--- config.mk ---
export PLATFORM = sky130hd
export DESIGN_NAME = lobm_ctrl
export DESIGN_NICKNAME = d
export VERILOG_FILES = /design/src/sv/lobm_pkg.sv /design/src/sv/lobm_ctrl.sv
export SDC_FILE = /design/constraint.sdc
export NUM_CORES = 1
export LEC_CHECK = 0
export BUFFER_PORTS_ARGS = -buffer_cell sky130_fd_sc_hd__buf_2
export CAP_MARGIN = 15
export CELL_PAD_IN_SITES_DETAIL_PLACEMENT = 0
export CELL_PAD_IN_SITES_GLOBAL_PLACEMENT = 1
export CORE_AREA = 2 2 39 41
export CTS_CLUSTER_SIZE = 28
export DETAILED_ROUTE_END_ITERATION = 8
export DIE_AREA = 0 0 41 43
export PLACE_DENSITY_LB_ADDON = 0.1
export RECOVER_POWER = 100
export SETUP_SLACK_MARGIN = 0.2
export SYNTH_ARGS = -nofsm -noshare
export SYNTH_HDL_FRONTEND = slang
export SYNTH_SLANG_ARGS = --single-unit
export TNS_END_PERCENT = 20
--- constraint.sdc ---
create_clock -name aclk -period 2.7 [get_ports aclk]
set_clock_uncertainty 0.05 [all_clocks]
set_input_delay 0.54 -clock aclk [delete_from_list [all_inputs] [get_ports aclk]]
set_output_delay 0.54 -clock aclk [all_outputs]
set_load 0.05 [all_outputs]
--- src/sv/lobm_pkg.sv ---
package lobm_pkg;

    localparam int BOOK_DEPTH = 16;
    localparam int CNT_W      = $clog2(BOOK_DEPTH + 1);

    typedef enum logic [1:0] {
        ACT_BID   = 2'd0,
        ACT_ASK   = 2'd1,
        ACT_MATCH = 2'd2,
        ACT_NONE  = 2'd3
    } action_t;

    typedef enum logic [2:0] {
        KIND_TRADE    = 3'd0,
        KIND_ACCEPTED = 3'd1,
        KIND_ZERO_QTY = 3'd2,
        KIND_FULL     = 3'd3,
        KIND_REPORT   = 3'd4
    } kind_t;

    typedef enum logic [2:0] {
        ST_IDLE,
        ST_EXEC,
        ST_MATCH,
        ST_OUT
    } state_t;

    // controller to datapath
    typedef struct packed {
        logic    load;     // capture input request
        logic    insert;   // insert captured order
        logic    trade;    // cross best bid and best ask
        logic    set_out;  // load result register
        kind_t   kind;
        logic    last;
    } cmd_t;

    // datapath to controller
    typedef struct packed {
        logic    qty_zero;
        logic    book_full;
        logic    crossing;
        action_t action;
    } status_t;

endpackage

--- src/sv/lobm_ctrl.sv ---
module lobm_ctrl
    import lobm_pkg::*;
(
    input  logic    aclk,
    input  logic    aresetn,
    input  logic    s_valid,
    output logic    s_ready,
    output logic    m_valid,
    input  logic    m_ready,
    input  status_t status,
    output cmd_t    cmd
);

    state_t state_reg, state_next;
    logic   mv_reg, mv_next;
    logic   free;

    assign free    = !mv_reg || m_ready;
    assign s_ready = (state_reg == ST_IDLE);
    assign m_valid = mv_reg;

    always_ff @(posedge aclk) begin
        if (!aresetn) begin
            state_reg <= ST_IDLE;
            mv_reg    <= 1'b0;
        end else begin
            state_reg <= state_next;
            mv_reg    <= mv_next;
        end
    end

    always_comb begin
        state_next = state_reg;
        mv_next    = mv_reg && !m_ready;
        cmd        = '0;
        cmd.kind   = KIND_REPORT;
        unique case (state_reg)
            ST_IDLE: begin
                if (s_valid) begin
                    cmd.load   = 1'b1;
                    state_next = ST_EXEC;
                end
            end
            ST_EXEC: begin
                if (status.action == ACT_NONE) begin
                    state_next = ST_IDLE;
                end else if (status.action == ACT_MATCH) begin
                    state_next = ST_MATCH;
                end else if (free) begin
                    cmd.set_out = 1'b1;
                    cmd.last    = 1'b1;
                    mv_next     = 1'b1;
                    if (status.qty_zero) begin
                        cmd.kind = KIND_ZERO_QTY;
                    end else if (status.book_full) begin
                        cmd.kind = KIND_FULL;
                    end else begin
                        cmd.kind   = KIND_ACCEPTED;
                        cmd.insert = 1'b1;
                    end
                    state_next = ST_IDLE;
                end
            end
            ST_MATCH: begin
                if (free) begin
                    cmd.set_out = 1'b1;
                    mv_next     = 1'b1;
                    if (status.crossing) begin
                        cmd.kind  = KIND_TRADE;
                        cmd.trade = 1'b1;
                    end else begin
                        cmd.last   = 1'b1;
                        state_next = ST_IDLE;
                    end
                end
            end
            default: state_next = ST_IDLE;
        endcase
    end

endmodule

**Yosys cells after proc, flatten, opt, wreduce, memory -nomap -nowiden**

Index checks and enable logic that the tools add are counted.

- Output and inout bits: 10
- Input bits: 9
- Flip-flop bits (word level): 4

- Equal/unequal tests: 8
- Reductions and logical operators: 6
- Muxes and demuxes: 30

Operators with widths:

| kind | count |
|---|---|
| 2-to-1 mux 3 bit | 8 |
| 2-to-1 mux 5 bit | 3 |
| 2-to-1 mux 1 bit | 14 |
| case mux 5 bit (2 select lines) | 1 |
| case mux 3 bit (3 select lines) | 1 |
| 2-to-1 mux 6 bit | 1 |
| inequality test 2 bit, second input constant | 3 |
| == test 2 bit, second input constant | 2 |
| inequality test 4 bit, second input constant | 1 |
| AND reduction 4 bit | 1 |
| == test 3 x 1 -> 1 bit, second input constant | 1 |
| == test 3 x 2 -> 1 bit, second input constant | 1 |
| logical NOT 3 bit | 1 |
| logical NOT 1 bit | 2 |
| 2-to-1 mux 2 bit | 1 |
| case mux 1 bit (2 select lines) | 1 |
| logical AND 1 bit | 1 |
| logical OR 1 bit | 1 |

**Logic depth before layout (Yosys ltp)**

Gate-level depths: netlist of the first run.

- Depth in word-level cells: 6
- Gate-level depth with buffers: 6

**Least setup slack after synthesis of the first run**

No wires, ideal clock.

- Path type: reg-to-output
- Start point: register state_reg[1]
- End point: output cmd[0] (netlist bit)
- Cell stages (with the launch flop): 5
- Path buffers: 0
- Arrival: 1.597 ns
- Setup slack: 0.513 ns
- Cell sequence: dfxtp_1 > inv_1 > ha_1 > or2b_1 > a21oi_1

RTL lines:

| what | RTL line | text |
|---|---|---|
| start: declaration | lobm_ctrl.sv:14 | `state_t state_reg, state_next;` |
| start signal: assignment | lobm_ctrl.sv:27 | `state_reg <= state_next;` |
| end: declaration | lobm_ctrl.sv:11 | `output cmd_t cmd` |

==> results of run 1 <==
==> per-layer routing <==
metal | up-vias | share of wire | global-route usage
met5 | - | 0 | 0
met4 | 0 | 0 | 0.0800
met3 | 0 | 0.067 | 0.0314
met2 | 9 | 0.45 | 0.134
met1 | 148 | 0.48 | 0.138
li1 | 176 | - | -
==> worst paths after layout <==
kind / to / slack, ns / cells after the start
max: cmd[4] / 0.37 / 6
min: state_reg[1]$_SDFFE_PN0P_ / 0.42 / 2
max reg2reg: state_reg[0]$_SDFFE_PN0P_ / 1.09 / 6
min reg2reg: state_reg[1]$_SDFFE_PN0P_ / 0.42 / 2
==> worst reg2reg max path: stages (launching register included) <==
cell and delay, ns:
dfxtp_1 0.31, inv_1 0.08, ha_1 0.24, nor2b_1 0.26, nor2_2 0.06, o221ai_1 0.31, mux2i_1 0.22
==> power by group through the flow <==
stage | sequential [uW] | clock, uW | combinational (uW)
global placement | 54.6 | 0 | 138
global route | 54.6 | 83.0 | 139
detailed placement | 54.8 | 0 | 138
CTS | 54.1 | 82.2 | 138
floorplan | 58.6 | 0 | 102
finish | 54.1 | 77.7 | 128
==> layout make-up <==
type / count / area share
inverter: 3 / 0.0269
clock buffer: 4 / 0.0627
tap: 16 / 0.0478
sequential: 3 / 0.143
timing repair buffer: 18 / 0.194
multi-input combinational: 33 / 0.525
==> stage by stage <==
stage	setup WS [ns]	std cells	total power, uW	area (um2)	util
4_1_cts	0.548	77	274	442	0.319
3_5_place_dp	0.804	73	193	415	0.300
2_1_floorplan	0.513	39	160	305	-
5_1_grt	0.252	77	276	419	0.303
3_3_place_gp	0.803	73	192	415	0.300
6_report	0.373	77	260	419	0.303
==> logic make-up (layout without fill, tap and decap cells) <==
logic type               Yosys count  count (layout)  synth area share
AO/OA/AOI/OAI                      5               5             0.135
AND/OR/NAND/NOR                   23              23             0.443
buffers and inverters              3              25            0.0369
flip-flops                         3               3             0.197
multiplexers                       2               2            0.0656
adder cells (fa/ha/maj)            3               3             0.123
==> cells in the final DEF (no fill, tap or decap) <==
| master | count |
|---|---|
| nand3_1 | 1 |
| dfxtp_1 | 3 |
| inv_1 | 3 |
| o21ai_0 | 1 |
| and2_1 | 1 |
| ha_1 | 3 |
| and3_2 | 1 |
| nor2_1 | 5 |
| nor2b_1 | 3 |
| buf_2 | 11 |
| clkbuf_4 | 3 |
| a21oi_1 | 2 |
| nand2_1 | 6 |
| nand2b_4 | 1 |
| nand2b_1 | 1 |
| nand4_1 | 1 |
| mux2i_1 | 2 |
| or2b_1 | 1 |
| nand4b_1 | 1 |
| o221ai_1 | 1 |
| o221a_2 | 1 |
| nor2_2 | 1 |
| clkbuf_1 | 8 |
==> results.tsv, run 1 <==
stage	metric	value	unit
critical_path	CP Class	reg -> out	
placed_design	RePlAce Congestion	0.698	
sta	final hold slack	0.424	ns
sta	max-slew violation count	0	
die	Die ar.	1760	um2
synth	FF+latch count, synth	3	
critical_path	CP max stage cell	clkbuf_1	
power	Flop pwr share	0.208	
grt	initial antenna violation count	0	
critical_path	CP required	2.11	ns
critical_path	critical-path cell list	inv_1, ha_1, nor2b_1, nor2_2, nor2_1, clkbuf_1	
cts	H-tree depth	1	
min_path	source of the worst hold timing path	state_reg[1]$_SDFFE_PN0P_	
critical_path	CP top delay family	buffers and inverters	
layout	Nets	74	
critical_path	crit path launch type	flip-flop	
detailed_routing	drt drc	0	
cts	CTS root buf	clkbuf_4	
die	number of cell rows	14	
synth	Syn Std Cell Area	305	um2
run	max cap viols	0	
synth	post-synth top area cell	dfxtp_1	
die	Top Ports	19	
cts	post-CTS setup buffer count	0	
synth	share of the synthesized area in the top cell type	0.197	
detailed_routing	vias per cell	4.32	
power	Clock Power Share	0.299	
die	Core ar.	1380	um2
cts	TritonCTS buffer count	3	
critical_path	delay of the slowest cell on the worst path	0.47	ns
cts	TritonCTS clock tree	yes	
die	initial core utilization	0.221	
power	Pint	141	uW
sta	Final Setup Violations	0	
sta	FMAX	430	MHz
cts	Clock Path Buffers	2	
cts	Post-CTS Hold Buffers	0	
power	Switch Pwr	119	uW
synth	Commonest cells post-synth	6 x nand2_1, 5 x nor2_1, 3 x dfxtp_1, 3 x ha_1, 3 x inv_1	
sta	RSZ-0062 raised after global routing	no	
power	Net Sw Frac	0.459	
cts	post-cts resize count	0	
grt	vias in the first global route	290	
die	Chip Height	43	um
critical_path	worst-path maximum fanout	6	
grt	first-pass GRT wire length	1200	um
detailed_routing	Vias	333	
power	P_leak	0.000200	uW
layout	filler instances	163	
sta	final period utilization	0.862	
layout	sequential cell area	60.1	um2
min_path	class of the worst hold path	reg -> reg	
grt	gr ovfl total	0	
power	pwr/cell area	620	nW/um2
critical_path	Data arrival, critical path	1.74	ns
die	Die Width	41	um
sta	final setup TNS	0	ns
grt	largest net degree at the start of global routing	7	
layout	Syn-to-layout area delta	37.3	%
synth	ys async rst share	0	
sta	slew margin rel.	0.603	
detailed_routing	DR pass1 iterations	4	
placed_design	HPWL Detailed	678	um
power	Comb pwr share	0.493	
grt	All-Layer GR Usage	0.104	
run_status	status	completed	
synth	main flop type after synthesis	dfxtp_1	
synth	top post-synthesis cells by area	dfxtp_1 20%, ha_1 12%, nand2_1 7.4%	
synth	count leader, synth	nand2_1	
sta	final hold viol count	0	
synth	synthesized area per cell	7.83	um2
synth	Post-Synthesis Cells	39	
detailed_routing	Starting DRT DRC Count	5	
synth	Net Count, Synth	51	
cts	clk_lat worst skew	0.23	ns
placed_design	number of port buffers	18	
critical_path	Critical Path Source	state_reg[1]$_SDFFE_PN0P_	
cts	Sink Count	3	
detailed_routing	WL final	825	um
cts	Clk pin slew, worst setup/hold paths	0.04	ns
detailed_routing	drt wl/cell	10.7	um
layout	Largest register FFs	2	
detailed_routing	Detail Route Antenna Nets	0	
sta	Tightest Pin Transition	0.598	ns
power	Max VDD drop	0.191	mV
layout	Antenna Cells	0	
synth	sequential area share after synthesis	0.197	
sta	minimum clock period	2.33	ns
synth	yosys warns	0	
layout	Multi-input gate area	220	um2
synth	Synth cell types	21	
critical_path	worst path bufs/invs	2	
layout	ratio of cells with drive above 1 in the final layout	0.295	
critical_path	Critical Path End Type	primary output	
synth	Post-synth EDFFs	0	
critical_path	worst r2r src	state_reg[1]$_SDFFE_PN0P_	
Power figures use the tool's default switching activity.
==> run 2, diff against run 1 <==
BUFFER_PORTS_ARGS = -buffer_cell sky130_fd_sc_hd__buf_4   (was -buffer_cell sky130_fd_sc_hd__buf_2)
==> results.tsv, run 2 (same netlist as run 1, synthesis figures left out) <==
stage	metric	value	unit
run_status	status	completed	
die	Chip Height	43	um
layout	post-route insts no fill	77	
grt	All-Layer GR Usage	0.101	
critical_path	crit path launch type	flip-flop	
layout	Largest register FFs	2	
sta	RSZ-0062 raised after global routing	no	
die	Die ar.	1760	um2
sta	max-slew violation count	0	
die	Core ar.	1380	um2
sta	FMAX	434	MHz
placed_design	pre-CTS setup slack	0.859	ns
sta	final period utilization	0.853	
detailed_routing	drt drc	0	
detailed_routing	vias per cell	4.18	
grt	largest net degree at the start of global routing	7	
critical_path	worst-path maximum fanout	6	
critical_path	Reg2Reg Depth	6	
cts	TritonCTS clock tree	yes	
die	number of cell rows	14	
die	Die Width	41	um
layout	Nets	74	
cts	CTS root buf	clkbuf_4	
min_path	class of the worst hold path	reg -> reg	
placed_design	number of port buffers	18	
layout	Util after Layout	0.325	
detailed_routing	WL final	748	um
placed_design	dpl cells	73	
grt	first-pass GRT wire length	1210	um
grt	vias in the first global route	305	
placed_design	RePlAce Congestion	0.679	
cts	Clk pin slew, worst setup/hold paths	0.03	ns
grt	GRT met3 Usage	0.0157	
detailed_routing	Vias	322	
placed_design	HPWL Detailed	621	um
sta	Final Setup Violations	0	
sta	final hold viol count	0	
layout	Syn-to-layout area delta	47.5	%
cts	clk_lat worst skew	0.23	ns
sta	slew margin rel.	0.603	
cts	H-tree depth	1	
layout	ratio of cells with drive above 1 in the final layout	0.311	
grt	gr ovfl total	0	
detailed_routing	DR pass1 iterations	2	
cts	Clock Path Buffers	2	
grt	Global Route met2 Usage	0.128	
grt	met1 Usage GRT	0.144	
cts	TritonCTS buffer count	3	
power	P_leak	0.000211	uW
layout	commonest non-fill, non-tap cell in the layout	buf_4	
grt	initial antenna violation count	0	
power	pwr/cell area	584	nW/um2
sta	Tightest Pin Transition	0.597	ns
detailed_routing	drt wl/cell	9.71	um
sta	final setup TNS	0	ns
critical_path	Data arrival, critical path	1.71	ns
critical_path	Critical Path End Type	primary output	
die	initial core utilization	0.221	
critical_path	CP Class	reg -> out	
layout	commonest cells after routing, fill and taps aside	12 x buf_4, 7 x clkbuf_1, 6 x nand2_1	
die	Top Ports	19	
layout	Antenna Cells	0	
cts	post-cts resize count	0	
grt	busiest grt layer	met1	
cts	post-CTS setup buffer count	0	
cts	Sink Count	3	
sta	minimum clock period	2.30	ns
power	Max VDD drop	0.243	mV
cts	Post-CTS Hold Buffers	0	
detailed_routing	Detail Route Antenna Nets	0	
detailed_routing	Starting DRT DRC Count	1	
min_path	Worst Hold Depth	2	
critical_path	CP required	2.11	ns
run	max cap viols	0	
sta	final worst setup slack	0.397	ns
run 2: cell count changes in the layout (fill, tap and decap cells not counted), sizes merged:
| cell | before | now |
|---|---|---|
| buf | 11 | 12 |
| clkbuf | 11 | 10 |
run 2: cell type report:
cell class / instances / area, um2
fill: 165 / 933
sequential: 3 / 60.1
multi-input combinational: 33 / 220
inverter: 3 / 11.3
clock buffer: 4 / 26.3
timing repair buffer: 18 / 113
tap: 16 / 20.0
run 2: final timing paths:
check | startpoint | to | slack (ns)
worst max register to register | state_reg[1]$_SDFFE_PN0P_ | state_reg[1]$_SDFFE_PN0P_ | 1.13
worst min register to register | state_reg[1]$_SDFFE_PN0P_ | state_reg[1]$_SDFFE_PN0P_ | 0.43
worst max-delay path | state_reg[1]$_SDFFE_PN0P_ | cmd[0] | 0.40
worst min-delay path | state_reg[1]$_SDFFE_PN0P_ | state_reg[1]$_SDFFE_PN0P_ | 0.43
run 2: power breakdown:
group	leakage, uW	total (uW)	switching [uW]	internal, uW
clock network	0.0000150	77.0	21.7	55.3
registers	0.0000246	53.9	4.29	49.6
logic	0.000172	132	91.0	41.0
run 2: through the flow:
stage / instance area [um2] / hold WS [ns] / total power (uW)
2_1_floorplan: 305 / 0.405 / 160
3_3_place_gp: 460 / 0.417 / 205
3_5_place_dp: 460 / 0.430 / 204
4_1_cts: 487 / 0.436 / 285
5_1_grt: 450 / 0.454 / 286
6_report: 450 / 0.431 / 263
run 2: layer usage:
| layer | up-vias | share of wire |
|---|---|---|
| li1 | 176 | - |
| met1 | 137 | 0.46 |
| met5 | - | 0 |
| met4 | 0 | 0 |
| met3 | 0 | 0.074 |
| met2 | 9 | 0.46 |
run 2: worst max-delay path, cell delays in order, from the launching register on:
cell and delay (ns):
dfxtp_1 0.31, inv_1 0.08, ha_1 0.23, or2b_1 0.24
a21oi_1 0.14, clkbuf_1 0.48
